### src/hw/rtl/sfc_pkg.sv
// Shared types and constants of the segmenting framer.
`default_nettype none
package sfc_pkg;

  localparam int unsigned MAX_FRAMES        = 255;
  localparam int unsigned PAYLOAD_PER_FRAME = 7;
  localparam int unsigned LEN_W             = 11;
  localparam int unsigned QUEUE_DEPTH       = 4;
  localparam int unsigned QUEUE_PTR_W       = $clog2(QUEUE_DEPTH);
  localparam int unsigned QUEUE_CNT_W       = $clog2(QUEUE_DEPTH + 1);

  localparam logic [LEN_W-1:0] MAX_LENGTH   = LEN_W'(MAX_FRAMES * PAYLOAD_PER_FRAME);
  localparam logic [LEN_W-1:0] RESET_LENGTH = LEN_W'(PAYLOAD_PER_FRAME);
  localparam logic [2:0]       CTRL_POS     = 3'(PAYLOAD_PER_FRAME);
  localparam logic [2:0]       LAST_SLOT    = 3'(PAYLOAD_PER_FRAME - 1);
  // ceil(n/7) = ((n + 6) * 9363) >> 16, exact for n + 6 below 2^12
  localparam logic [13:0]      RECIP_7      = 14'd9363;
  localparam logic [11:0]      ROUND_UP_7   = 12'(PAYLOAD_PER_FRAME - 1);

  // One accepted item as classified by the front end
  typedef struct packed {
    logic [7:0] data;
    logic [2:0] slot;
    logic [7:0] frame;
    logic       last_byte;  // closes the message: pad and close the frame
    logic       fills;      // a control byte follows
    logic [7:0] ctrl;
  } entry_t;

endpackage
`default_nettype wire

### src/hw/rtl/sfc_front.sv
// Front end: takes payload bytes, tracks message state and classifies each item.
`default_nettype none
module sfc_front (
  input  wire logic                        clk,
  input  wire logic                        rst,
  input  wire logic                        cfg_wr_en,
  input  wire logic [sfc_pkg::LEN_W-1:0]   cfg_wr_data,
  input  wire logic                        in_valid,
  output logic                             in_ready,
  input  wire logic [7:0]                  data_byte,
  input  wire logic                        queue_full,
  output logic                             push,
  output sfc_pkg::entry_t                  entry
);

  logic [sfc_pkg::LEN_W-1:0] payload_length;
  logic [sfc_pkg::LEN_W-1:0] bytes_taken;
  logic [2:0]                slot;
  logic [7:0]                frame;
  logic [7:0]                sum;

  logic [sfc_pkg::LEN_W-1:0] eff_len;
  logic [11:0]               len_up;
  logic [25:0]               prod;
  logic [7:0]                frame_count;
  logic [11:0]               taken_inc;
  logic                      last_byte;
  logic                      fills;
  logic [7:0]                sum_data;
  logic [7:0]                ctrl;
  logic [7:0]                sum_next;

  always_comb begin
    if (payload_length == '0) begin
      eff_len = sfc_pkg::LEN_W'(1);
    end else if (payload_length > sfc_pkg::MAX_LENGTH) begin
      eff_len = sfc_pkg::MAX_LENGTH;
    end else begin
      eff_len = payload_length;
    end
  end

  assign len_up      = {1'b0, eff_len} + sfc_pkg::ROUND_UP_7;
  assign prod        = 26'(len_up) * 26'(sfc_pkg::RECIP_7);
  assign frame_count = prod[23:16];

  assign taken_inc = {1'b0, bytes_taken} + 12'd1;
  assign last_byte = taken_inc >= {1'b0, eff_len};
  assign fills     = last_byte || (slot == sfc_pkg::LAST_SLOT);
  assign sum_data  = sum + data_byte;

  always_comb begin
    priority if (frame == 8'd0) begin
      ctrl = frame_count;
    end else if (last_byte) begin
      ctrl = sum_data;
    end else begin
      ctrl = frame;
    end
  end

  assign sum_next = sum_data + (fills ? ctrl : 8'd0);

  assign in_ready = !queue_full;
  assign push     = in_valid && in_ready;

  assign entry.data      = data_byte;
  assign entry.slot      = slot;
  assign entry.frame     = frame;
  assign entry.last_byte = last_byte;
  assign entry.fills     = fills;
  assign entry.ctrl      = ctrl;

  always_ff @(posedge clk) begin
    if (rst) begin
      payload_length <= sfc_pkg::RESET_LENGTH;
      bytes_taken    <= '0;
      slot           <= '0;
      frame          <= '0;
      sum            <= '0;
    end else begin
      if (cfg_wr_en) begin
        payload_length <= cfg_wr_data;
      end
      if (push) begin
        if (last_byte) begin
          // message done: start over
          bytes_taken <= '0;
          slot        <= '0;
          frame       <= '0;
          sum         <= '0;
        end else begin
          bytes_taken <= taken_inc[sfc_pkg::LEN_W-1:0];
          sum         <= sum_next;
          if (fills) begin
            slot  <= '0;
            frame <= frame + 8'd1;
          end else begin
            slot <= slot + 3'd1;
          end
        end
      end
    end
  end

`ifndef SYNTHESIS
  a_slot_range: assert property (@(posedge clk) disable iff (rst)
    slot != sfc_pkg::CTRL_POS)
    else $error("slot reached the control position");

  a_restart: assert property (@(posedge clk) disable iff (rst)
    push && last_byte |=> bytes_taken == '0 && slot == '0 && frame == '0 && sum == '0)
    else $error("state not cleared after message end");
`endif

endmodule
`default_nettype wire

### src/hw/rtl/sfc_queue.sv
// Short queue of classified items between front end and back end.
`default_nettype none
module sfc_queue (
  input  wire logic            clk,
  input  wire logic            rst,
  input  wire logic            push,
  input  wire sfc_pkg::entry_t push_entry,
  output logic                 full,
  input  wire logic            pop,
  output logic                 head_valid,
  output sfc_pkg::entry_t      head
);

  sfc_pkg::entry_t                 slots [sfc_pkg::QUEUE_DEPTH];
  logic [sfc_pkg::QUEUE_PTR_W-1:0] wr_ptr;
  logic [sfc_pkg::QUEUE_PTR_W-1:0] rd_ptr;
  logic [sfc_pkg::QUEUE_CNT_W-1:0] count;

  assign full       = count == sfc_pkg::QUEUE_CNT_W'(sfc_pkg::QUEUE_DEPTH);
  assign head_valid = count != '0;
  assign head       = slots[rd_ptr];

  always_ff @(posedge clk) begin
    if (push) begin
      slots[wr_ptr] <= push_entry;
    end
  end

  always_ff @(posedge clk) begin
    if (rst) begin
      wr_ptr <= '0;
      rd_ptr <= '0;
      count  <= '0;
    end else begin
      if (push) begin
        wr_ptr <= wr_ptr + 1'b1;
      end
      if (pop) begin
        rd_ptr <= rd_ptr + 1'b1;
      end
      unique case ({push, pop})
        2'b10:   count <= count + 1'b1;
        2'b01:   count <= count - 1'b1;
        default: count <= count;
      endcase
    end
  end

`ifndef SYNTHESIS
  a_count_range: assert property (@(posedge clk) disable iff (rst)
    count <= sfc_pkg::QUEUE_CNT_W'(sfc_pkg::QUEUE_DEPTH))
    else $error("queue count out of range");
`endif

endmodule
`default_nettype wire

### src/hw/rtl/sfc_back.sv
// Back end: expands each item into payload, padding and control bytes.
`default_nettype none
module sfc_back (
  input  wire logic            clk,
  input  wire logic            rst,
  input  wire logic            head_valid,
  input  wire sfc_pkg::entry_t head,
  output logic                 pop,
  output logic                 out_valid,
  input  wire logic            out_ready,
  output logic [7:0]           out_byte,
  output logic [7:0]           frame_number,
  output logic [2:0]           byte_position,
  output logic                 frame_end,
  output logic                 message_end
);

  logic       started;
  logic [2:0] pos;

  logic [2:0] cur;
  logic       is_ctrl;
  logic       last_out;
  logic       fire;
  logic [7:0] byte_value;

  assign cur      = started ? pos : head.slot;
  assign is_ctrl  = cur == sfc_pkg::CTRL_POS;
  assign last_out = is_ctrl || !head.fills;
  assign fire     = head_valid && (!out_valid || out_ready);
  assign pop      = fire && last_out;

  always_comb begin
    priority if (is_ctrl) begin
      byte_value = head.ctrl;
    end else if (!started) begin
      byte_value = head.data;
    end else begin
      byte_value = 8'd0;
    end
  end

  always_ff @(posedge clk) begin
    if (rst) begin
      out_valid <= 1'b0;
      started   <= 1'b0;
    end else begin
      if (fire) begin
        out_valid <= 1'b1;
        started   <= !last_out;
      end else if (out_ready) begin
        out_valid <= 1'b0;
      end
    end
  end

  always_ff @(posedge clk) begin
    if (fire) begin
      pos           <= cur + 3'd1;
      out_byte      <= byte_value;
      frame_number  <= head.frame;
      byte_position <= cur;
      frame_end     <= is_ctrl;
      message_end   <= is_ctrl && head.last_byte;
    end
  end

`ifndef SYNTHESIS
  a_msg_end_ctrl: assert property (@(posedge clk) disable iff (rst)
    out_valid && message_end |-> frame_end && byte_position == sfc_pkg::CTRL_POS)
    else $error("message end away from a control byte");

  a_hold_head: assert property (@(posedge clk) disable iff (rst)
    started |-> head_valid)
    else $error("item left the queue mid-expansion");
`endif

endmodule
`default_nettype wire

### src/hw/rtl/segmenting_framer_with_checksum_unit.sv
// Top level of the segmenting framer with checksum.
// Usage:
//   Write payload_length through cfg_wr_en/cfg_wr_data while the block is idle.
//   Feed the message one data_byte per item on in_valid/in_ready. Each item
//   yields one framed byte, two when it fills a frame (payload plus control
//   byte), and up to eight when it is the final byte of the message (byte,
//   zero padding, closing control byte with message_end).
//   Results leave on out_valid/out_ready with out_byte, frame_number,
//   byte_position, frame_end and message_end.
// Path: an accepted item is written into the queue; the back end then moves its
//   first result from the queue head into the output register.
// Throughput: one result per cycle from the back end while out_ready is high;
//   an item holds the back end until its last result is out. The front end
//   takes an item per cycle while the four-entry queue has room, so in steady
//   state a frame of 7 payload bytes yields 8 output bytes.
// Reset: message state clears, payload_length returns to 7, queue empties.
// Stall: when out_ready is low the output register holds; the queue fills
//   and in_ready drops once all four entries are taken.
`default_nettype none
module segmenting_framer_with_checksum_unit (
  input  wire logic                      clk,
  input  wire logic                      rst,
  input  wire logic                      cfg_wr_en,
  input  wire logic [sfc_pkg::LEN_W-1:0] cfg_wr_data,
  input  wire logic                      in_valid,
  output logic                           in_ready,
  input  wire logic [7:0]                data_byte,
  output logic                           out_valid,
  input  wire logic                      out_ready,
  output logic [7:0]                     out_byte,
  output logic [7:0]                     frame_number,
  output logic [2:0]                     byte_position,
  output logic                           frame_end,
  output logic                           message_end
);

  logic            push;
  logic            queue_full;
  logic            pop;
  logic            head_valid;
  sfc_pkg::entry_t push_entry;
  sfc_pkg::entry_t head;

  sfc_front u_front (
    .clk         (clk),
    .rst         (rst),
    .cfg_wr_en   (cfg_wr_en),
    .cfg_wr_data (cfg_wr_data),
    .in_valid    (in_valid),
    .in_ready    (in_ready),
    .data_byte   (data_byte),
    .queue_full  (queue_full),
    .push        (push),
    .entry       (push_entry)
  );

  sfc_queue u_queue (
    .clk        (clk),
    .rst        (rst),
    .push       (push),
    .push_entry (push_entry),
    .full       (queue_full),
    .pop        (pop),
    .head_valid (head_valid),
    .head       (head)
  );

  sfc_back u_back (
    .clk           (clk),
    .rst           (rst),
    .head_valid    (head_valid),
    .head          (head),
    .pop           (pop),
    .out_valid     (out_valid),
    .out_ready     (out_ready),
    .out_byte      (out_byte),
    .frame_number  (frame_number),
    .byte_position (byte_position),
    .frame_end     (frame_end),
    .message_end   (message_end)
  );

endmodule
`default_nettype wire
### config.mk
export PLATFORM = sky130hd
export DESIGN_NAME = segmenting_framer_with_checksum_unit
export DESIGN_NICKNAME = d
export VERILOG_FILES = /design/src/hw/rtl/sfc_pkg.sv /design/src/hw/rtl/sfc_front.sv /design/src/hw/rtl/sfc_queue.sv /design/src/hw/rtl/sfc_back.sv /design/src/hw/rtl/segmenting_framer_with_checksum_unit.sv
export SDC_FILE = /design/constraint.sdc
export NUM_CORES = 1
export LEC_CHECK = 0
export BUFFER_PORTS_ARGS = -buffer_cell sky130_fd_sc_hd__buf_2
export CAP_MARGIN = 15
export CORE_MARGIN = 4
export CORE_UTILIZATION = 45
export DETAILED_ROUTE_END_ITERATION = 10
export HOLD_SLACK_MARGIN = 0.03
export SETUP_SLACK_MARGIN = 0.2
export SLEW_MARGIN = 20
export SYNTH_ARGS = -nofsm -noshare
export SYNTH_HDL_FRONTEND = slang
export SYNTH_SLANG_ARGS = --single-unit
### constraint.sdc
create_clock -name clk -period 13.25 [get_ports clk]
set_clock_uncertainty 0.2 [all_clocks]
set_input_delay 1.325 -clock clk [delete_from_list [all_inputs] [get_ports clk]]
set_output_delay 1.325 -clock clk [all_outputs]
set_load 0.01 [all_outputs]
==> impl_results.md, run 1 <==
* Status: finished, final reports clean
* Xor and xnor area share after synthesis at 4.12%
* Initial antenna violation count at 0
* Yosys reg bits at 192
* Synth Area in Compound Gates at 8.17%
* Post-CTS Hold Buffers at 0
* Overall Power at 2.11 mW
* Syn. warnings at 0
* # resized after CTS at 0
* DP HPWL at 15,000 um
* Mux share of post-synthesis cell area at 7.49%
* Die H at 162 um
* Global Route Usage Sum at 16.7%
* Synth area leader: edfxtp_1
* Starting Density at 46.4%
* Worst Path Required at 13.35 ns
* Post-Syn Area at 0.0106 mm^2
* Crit Path Category: reg2reg
* Final Critical Period at 8.42 ns
* CP Launch Point: u_front.payload_length[10]
* Layout Nets at 1,068
* N_diodes at 0
* Comb pwr share at 33.2%
* Initial DRC Count at 386
* CP max stage delay at 0.55 ns
* Internal power at 1.37 mW
* Grt ovf at 0
* Fin crit share at 63.6%
* Sum Neg Setup Slack at 0 ns
* Post-synthesis cell count at 859
* Max frequency at 119 MHz
* Final setup vio count at 0
* Synth area leaders: edfxtp_1 (40%), ha_1 (13%), dfxtp_1 (9.8%)
* Clock power share at 26.2%
* Clk sink count at 192
* Synthesis-to-layout area growth at 11.6%
* Post-Place Worst Slack at 4.83 ns
* Crit end category: flop
* Met3 wire len at 777 um
* Pwr dens at 178 mW/mm^2
* Clock Path Buffers at 2
* Clock tree from TritonCTS: built
* Sequential power share at 40.5%
* FF-to-FF Start: u_front.payload_length[10]
* Final Non-Filler Cells at 1,234
* Largest delay share family, worst path: adder cells
* Final Core Density at 51.7%
* WL final at 21,000 um
* Largest family of logic cells by synthesized area: adder cells
* CP max stage cell: fa_1
* Share of cells above drive strength 1 at 14.0%
* CTS Buf Count at 17
* Clk Latency, worst-skew pair at 0.44 ns
* Filler cells at 2,007
* Worst slew margin at 39.3%
* WL/cell at 17.0 um
* Synth unique cells at 60
* Full die area at 0.0261 mm^2
* Buffer count from post-CTS setup fixing at 0
* Num ports at 47
* Clk slew on worst S/H paths at 0.09 ns
* Final Hold Viols at 0
* Routability congestion estimate at 0.840
* Min-delay worst type: reg2reg
* WP buf/inv at 3
* Max-Cap Viols at 0
* Placed Cells at 1,202
* I/O Buffers at 46
* Hold Crit Start: u_front.sum[4]
* Syn avg cell area at 12.4 um^2
* Top cell type's share of synthesized area at 39.6%
* Switching portion of total power at 35.0%
* Leakage at 4.87 nW
* EDFF count, synth at 140
* Adder-cell share of the synthesized area at 17.8%
* Uppermost layer routed: met4
* First-pass GRT wire length at 34,700 um
* Metal-1 WL at 9900 um
* Largest net degree at the start of global routing at 47
* Via count at 6,558
* Antenna-violating nets left at 0
* Maximum VDD drop at 0.0981 mV
* H-tree depth at 4
* Drt pass-1 iters at 4
* Drt drc at 0
* Max-slew violations at 0
* Post-synth top cells: edfxtp_1 (140), ha_1 (111), inv_1 (75)
* Root Buffer Master: clkbuf_16
* Number of global-route vias before repair at 6,648
* Startpoint types: flop
* RSZ-0062 raised after global routing: false
* Top-count cell post-synth: edfxtp_1
* Worst Path Arrival at 8.52 ns
* Die W at 162 um
* Met2 wire length at 10,100 um
* Prevailing post-synth register cell: edfxtp_1
* Fraction of registers with async set/reset at 0%
* Seq/Total Area, Yosys at 49.4%
* Synth Area in Simple Gates at 9.36%
* P_sw at 0.738 mW
* Number of core rows at 55
* Vias per cell at 5.31
* Worst-margin pin slew at 0.910 ns
* Crit-path max FO at 9
* Core footprint at 0.0229 mm^2
* Final Worst Setup Slack at 4.83 ns
[tightest hold or removal path, cell delays in order, from the launching register on]
cell     delay, ns
dfxtp_1       0.32
nand2_1       0.05
a21oi_1       0.05
[placed cells by master, fill, tap and decap left out, drive strengths merged, types with 3 or more instances in the layout]
master,instances
edfxtp,140
ha,111
inv,87
nand2,57
nor2,56
buf,53
dfxtp,52
a21oi,45
mux4,29
xnor2,29
fa,25
o21ai,24
xor2,21
nor3,18
nand3,17
clkbuf,17
a21o,14
and3,13
mux2i,12
and2,10
a31oi,9
a22o,8
nand3b,7
nor2b,6
nand4,6
nand2b,5
a211o,4
clkinv,4
a21boi,3
and4,3
o21bai,3
conb,3
[path summary, 6_finish.rpt]
| kind | end | cells past startpoint | slack, ns |
|---|---|---|---|
| hold / removal | u_front.sum[4] | 2 | 0.27 |
| setup reg to reg | u_front.sum[7] | 32 | 4.83 |
| hold reg to reg | u_front.sum[4] | 2 | 0.27 |
| setup / recovery | u_front.sum[7] | 32 | 4.83 |
[final cells by class]
cell class	count	area (um^2)	area share (%)
repair buffers	53	283	2.38
flip-flops and latches	192	5250	44.3
well taps	313	392	3.30
multi-input cells	568	5000	42.2
inverters	76	285	2.41
clock buffers	17	425	3.59
clock inverters	15	224	1.89
[cell families (layout without fill, tap and decap cells)]
kind of cell,count (synthesis),count (layout)
simple gates,206,206
fa+ha+maj,136,136
other cells,1,3
xor+xnor,50,50
mux,43,43
buf+inv,101,161
flops,192,192
compound gates,130,130
[registers in the layout, indices dropped and copies added, names as in the netlist, named ones only]
| register | cells |
|---|---|
| u_front.slot | 3 |
| u_queue.rd_ptr | 2 |
| u_queue.count | 3 |
| u_queue.slots | 116 |
| u_back.frame_end | 1 |
| u_front.sum | 8 |
| u_front.bytes_taken | 11 |
| u_back.message_end | 1 |
| u_back.out_valid | 1 |
| u_back.started | 1 |
| u_queue.wr_ptr | 2 |
| u_back.byte_position | 3 |
| u_front.payload_length | 11 |
| u_back.out_byte | 8 |
| u_front.frame | 8 |
| u_back.pos | 3 |
| u_back.frame_number | 8 |
[power by group through the flow]
stage / registers (mW) / logic (mW) / clock network, mW
6_report: 0.854 / 0.700 / 0.553
5_1_grt: 0.867 / 0.790 / 0.595
4_1_cts: 0.856 / 0.713 / 0.570
3_5_place_dp: 0.869 / 0.708 / 0
3_3_place_gp: 0.866 / 0.703 / 0
2_1_floorplan: 0.874 / 0.489 / 0
[layer usage]
metal	vias up	global-route usage, %
met5	-	0
met4	0	4.65
met3	22	3.15
met2	101	27.7
met1	3206	22.7
li1	3229	-
[through the flow]
| stage | cell area [um^2] | hold WS, ns |
|---|---|---|
| floorplan | 10600 | 0.236 |
| global placement | 11200 | 0.246 |
| detailed placement | 11200 | 0.254 |
| CTS | 11900 | 0.266 |
| global route | 11900 | 0.287 |
| finish | 11900 | 0.266 |
No activity file was read; power rests on OpenSTA's default activity.
==> run 2, diff against run 1 <==
Settings changed: ABC_AREA from default to 1.
Clock period 13.25 ns to 7.89 ns, I/O delays scaled along.
==> impl_results.md, run 2 <==
* Post-CTS Hold Buffers at 0
* Switching portion of total power at 39.5%
* Pwr dens at 313 mW/mm^2
* Seq/Total Area, Yosys at 47.0%
* Final Critical Period at 7.35 ns
* Clk Latency, worst-skew pair at 0.44 ns
* Global Route Usage Sum at 18.6%
* Max FFs per register at 116
* Max frequency at 136 MHz
* Worst Path Arrival at 7.52 ns
* Fraction of registers with async set/reset at 0%
* Min-delay worst type: reg2reg
* Clock Path Buffers at 2
* Share of cells above drive strength 1 at 15.1%
* Clock tree from TritonCTS: built
* Synth area leader: edfxtp_1
* Synthesis-to-layout area growth at 12.8%
* Adder-cell share of the synthesized area at 16.9%
* First-pass GRT wire length at 39,600 um
* Initial antenna violation count at 0
* Max-Cap Viols at 0
* WL/cell at 16.1 um
* Syn avg cell area at 9.75 um^2
* DP HPWL at 17,600 um
* Number of global-route vias before repair at 7,699
* Clk slew on worst S/H paths at 0.08 ns
* Mux share of post-synthesis cell area at 0%
* Die W at 166 um
* Fin Hold WS at 0.262 ns
* Root Buffer Master: clkbuf_16
* EDFF count, synth at 140
* Layout Nets at 1,359
* WL final at 24,700 um
* Crit-path max FO at 6
* Synth area leaders: edfxtp_1 (38%), ha_1 (12%), dfxtp_1 (9.3%)
* Full die area at 0.0274 mm^2
* Status: finished, final reports clean
* Routability congestion estimate at 0.866
* Biggest regs: u_queue.slots: 116 flops, u_front.bytes_taken: 11 flops, u_front.payload_length: 11 flops
* Largest family of logic cells by synthesized area: adder cells
* Largest net degree at the start of global routing at 37
* Crit end category: flop
* Synth Area in Simple Gates at 15.2%
* Final Hold Viols at 0
* Sequential power share at 36.2%
* Starting Density at 45.8%
* I/O Buffers at 46
* Final setup vio count at 0
* P_sw at 1.56 mW
* Vias per cell at 5.16
* Worst-margin pin slew at 0.888 ns
* Synth unique cells at 59
* Worst Path Required at 8.06 ns
* Crit Path Category: reg2reg
* Drt drc at 0
* Post-Place Worst Slack at 0.304 ns
* Worst slew margin at 40.8%
* Sum Neg Setup Slack at 0 ns
* Via count at 7,929
* Syn. warnings at 0
* H-tree depth at 4
* CP max stage cell: fa_1
* Final Core Density at 51.7%
* Clock power share at 22.6%
* CTS Buf Count at 17
* Comb pwr share at 41.2%
* Final Worst Setup Slack at 0.540 ns
* CP max stage delay at 0.55 ns
* Leakage at 5.35 nW
* Post-DP Area at 0.0118 mm^2
* Max-slew violations at 0
* Post-synthesis cell count at 1,145
* Top-count cell post-synth: inv_1
* Internal power at 2.39 mW
* Synth Area in Compound Gates at 12.4%
* CP dominant cell by count: a21oi_2
* Commonest non-fill, non-tap cell in the layout: inv_1
* Die H at 166 um
* Top cell type's share of synthesized area at 37.6%
* RSZ-0062 raised after global routing: false
* Maximum VDD drop at 0.161 mV
* Grt ovf at 0
* Filler cells at 2,263
* Most flops, register: u_queue.slots
* Antenna-violating nets left at 0
* Initial DRC Count at 472
* Fin crit share at 93.2%
* N_diodes at 0
* Xor and xnor area share after synthesis at 2.27%
* Startpoint types: flop
* Post-synth top cells: inv_1 (142), edfxtp_1 (140), nand2_1 (137)
* Core footprint at 0.0244 mm^2
* Drt pass-1 iters at 4
* Clk sink count at 192
* Most frequent cells in the layout: inv_1 (141), edfxtp_1 (140), nand2_1 (136)
* Prevailing post-synth register cell: edfxtp_1
* Num ports at 47
* Yosys reg bits at 192
* Number of core rows at 57
* Final instance area at 0.0126 mm^2
* Post-Syn Area at 0.0112 mm^2
## run 2: cell types whose count changed after synthesis, sizes merged, moves of 11 or more
cell | previous run | this run
nor2 | 56 | 126
clkbuf | 13 | 27
xnor2 | 29 | 9
a21oi | 45 | 93
inv | 75 | 146
mux2i | 12 | 0
and3 | 13 | 1
mux4 | 29 | 0
a21o | 14 | 3
nand3 | 17 | 49
o22ai | 0 | 25
o21ai | 24 | 103
nand2 | 57 | 146
## run 2: power groups by stage
| stage | sequential [mW] | clock, mW | combinational [mW] |
|---|---|---|---|
| after detailed placement | 1.45 | 0 | 1.53 |
| final | 1.43 | 0.891 | 1.63 |
| after global placement | 1.45 | 0 | 1.52 |
| after floorplan | 1.47 | 0 | 1.06 |
| after CTS | 1.43 | 0.911 | 1.55 |
| after global routing | 1.45 | 0.959 | 1.85 |
## run 2: area by class of cell
| cell class | instances | area (um^2) | share of cell area [%] |
|---|---|---|---|
| Clock buffer | 17 | 425 | 3.38 |
| Tap cell | 324 | 405 | 3.22 |
| Sequential cell | 192 | 5250 | 41.6 |
| Inverter | 147 | 552 | 4.38 |
| Timing Repair Buffer | 66 | 380 | 3.02 |
| Clock inverter | 15 | 201 | 1.60 |
| Multi-Input combinational cell | 775 | 5390 | 42.8 |
## run 2: repair_timing
item	4_1_cts	5_1_grt
setup buffers	0	7
hold endpoints to repair	0	0
endpoints found under the setup margin	0	4
resized for setup	0	27
## run 2: cell families after synthesis
family | after synthesis
AOI/OAI and AO/OA | 248
buffers and inverters | 180
adders and majority gates | 136
and+or+nand+nor | 359
DFF | 192
xor gates and xnor gates | 29
other | 1
## run 2: final timing paths
| kind | depth (start not counted) | slack, ns | startpoint | end |
|---|---|---|---|---|
| max reg2reg | 39 | 0.54 | u_front.payload_length[1] | u_front.sum[7] |
| max | 39 | 0.54 | u_front.payload_length[1] | u_front.sum[7] |
| min reg2reg | 1 | 0.26 | u_queue.count[0] | u_queue.count[0] |
| min | 1 | 0.26 | u_queue.count[0] | u_queue.count[0] |
## run 2: metal layers
metal / up-vias / wire, um / part of all wire (%) / GRT usage (%)
met1: 3737 / 10900 / 44 / 23.8
li1: 4027 / - / - / -
met5: - / 0 / 0 / 0
met4: 0 / 344 / 1.4 / 4.80
met2: 144 / 12600 / 51 / 32.9
met3: 21 / 826 / 3.3 / 3.00
## run 2: critical path, delay by kind of cell, from the launching register on
family | cells | cell delay [ns]
AOI/OAI and AO/OA | 9 | 1.32
buffers and inverters | 5 | 0.32
adders and majority gates | 8 | 2.88
DFF | 1 | 0.34
and+or+nand+nor | 14 | 1.73
xor gates and xnor gates | 3 | 0.48
## run 2: per-stage QoR
step | power (mW) | cells
3_5_place_dp | 2.99 | 1497
6_report | 3.95 | 1536
3_3_place_gp | 2.97 | 1497
5_1_grt | 4.26 | 1536
2_1_floorplan | 2.53 | 1147
4_1_cts | 3.89 | 1529
==> run 3, diff against run 2 <==
Settings changed: CTS_BUF_LIST from default to sky130_fd_sc_hd__clkbuf_4 sky130_fd_sc_hd__clkbuf_8 sky130_fd_sc_hd__clkbuf_16, GPL_TIMING_DRIVEN from default to 0, PLACE_DENSITY from default to 0.71.
==> impl_results.md, run 3 (same netlist as run 2, synthesis figures left out) <==
* Share of cells above drive strength 1 at 14.0%
* Maximum VDD drop at 0.142 mV
* Min-delay worst type: reg2reg
* Layout Nets at 1,384
* Leakage at 5.42 nW
* Largest net degree at the start of global routing at 25
* Sum Neg Setup Slack at 0 ns
* Initial antenna violation count at 0
* Crit-path max FO at 6
* Final Critical Period at 7.27 ns
* Antenna-violating nets left at 0
* Final instance area at 0.0128 mm^2
* P_sw at 1.59 mW
* Fin crit share at 92.1%
* Final Hold Viols at 0
* Worst-margin pin slew at 0.860 ns
* Die W at 166 um
* Final Worst Setup Slack at 0.624 ns
* Filler cells at 2,161
* Clock power share at 23.2%
* Grt ovf at 0
* Clk Latency, worst-skew pair at 0.45 ns
* Die H at 166 um
* Root Buffer Master: clkbuf_16
* Max-Cap Viols at 0
* CP max stage delay at 0.55 ns
* Status: finished, final reports clean
* Vias per cell at 5.29
* Post-CTS Hold Buffers at 0
* Final setup vio count at 0
* Starting Density at 45.8%
* Global Route Usage Sum at 18.8%
* RSZ-0062 raised after global routing: false
* Placed Cells at 1,520
* Switching portion of total power at 39.8%
* Clk slew on worst S/H paths at 0.08 ns
* Biggest regs: u_queue.slots: 116 flops, u_front.bytes_taken: 11 flops, u_front.payload_length: 11 flops
* Clock Path Buffers at 2
* Worst slew margin at 42.7%
* Worst Path Arrival at 7.43 ns
* I/O Buffers at 44
* H-tree depth at 4
* Overall Power at 4.01 mW
* Most frequent cells in the layout: inv_1 (140), edfxtp_1 (140), nand2_1 (137)
* Initial DRC Count at 537
* Final Core Density at 52.5%
* Full die area at 0.0274 mm^2
* Crit Path Category: reg2reg
* Startpoint types: flop
* Routability congestion estimate at 0.851
* N_diodes at 0
* Post-DP Area at 0.0120 mm^2
* Core footprint at 0.0244 mm^2
* Sequential power share at 35.4%
* Final Non-Filler Cells at 1,561
* Comb pwr share at 41.4%
* Fin Hold WS at 0.254 ns
* Via count at 8,263
* Most flops, register: u_queue.slots
* Max-slew violations at 0
* CTS Buf Count at 17
* Clk sink count at 192
* Max FFs per register at 116
* Worst Path Required at 8.05 ns
* Drt pass-1 iters at 5
* Number of core rows at 57
* Post-Place Worst Slack at -0.743 ns
* DP HPWL at 18,500 um
* Internal power at 2.41 mW
* WL final at 24,900 um
* Drt drc at 0
* Num ports at 47
* Synthesis-to-layout area growth at 14.7%
* WL/cell at 16.0 um
* First-pass GRT wire length at 40,200 um
* Max frequency at 138 MHz
* Number of global-route vias before repair at 8,182
* CP max stage cell: fa_1
* Pwr dens at 313 mW/mm^2
* Crit end category: flop
* Clock tree from TritonCTS: built
-- run 3: cell types whose count changed in the layout (fill, tap and decap cells not counted), moves of 3 or more --
cell      change
buf_16        +4
a21oi_2       -3
inv_12        +3
nor2_2        -5
nor2_4        +5
buf_4        -10
clkbuf_1     +27
-- run 3: final timing paths --
kind                                                start               end  slack (ns)  cells past startpoint
worst max-delay path            u_front.payload_length[1]    u_front.sum[7]        0.62                     39
worst min-delay path                     u_queue.count[0]  u_queue.count[0]        0.25                      1
worst max register to register  u_front.payload_length[1]    u_front.sum[7]        0.62                     39
worst min register to register           u_queue.count[0]  u_queue.count[0]        0.25                      1
-- run 3: what timing repair did --
action | CTS | global route
setup buffers | 5 | 4
resized for setup | 9 | 15
pin swaps | 7 | 14
setup endpoints to repair | 7 | 4
-- run 3: power by group through the flow --
stage	sequential (mW)	combinational (mW)	clock [mW]
2_1_floorplan	1.47	1.06	0
3_3_place_gp	1.45	1.50	0
3_5_place_dp	1.44	1.58	0
4_1_cts	1.42	1.61	0.941
5_1_grt	1.44	1.88	0.982
6_report	1.42	1.66	0.929
-- run 3: area by class of cell --
cell class / instances / area [um^2] / area share (%)
multi-input cells: 775 / 5400 / 42.1
inverters: 147 / 552 / 4.31
flip-flops and latches: 192 / 5250 / 40.9
plain buffers: 33 / 144 / 1.12
clock inverters: 15 / 225 / 1.76
repair buffers: 58 / 418 / 3.26
well taps: 324 / 405 / 3.16
clock buffers: 17 / 425 / 3.32
-- run 3: routing by layer --
| metal | GRT usage [%] | vias to the layer above | routed length (um) |
|---|---|---|---|
| met1 | 23.2 | 3889 | 10500 |
| met2 | 33.2 | 246 | 12700 |
| met4 | 6.82 | 0 | 527 |
| met5 | 0 | - | 0 |
| li1 | - | 4084 | - |
| met3 | 3.05 | 44 | 1210 |
-- run 3: critical path: cells and delay by family (launching register included) --
family          cells  cell delay [ns]
compound gates      9             1.33
simple gates       14             1.65
xor+xnor            3             0.49
buf+inv             5             0.30
flops               1             0.35
fa+ha+maj           8             2.85
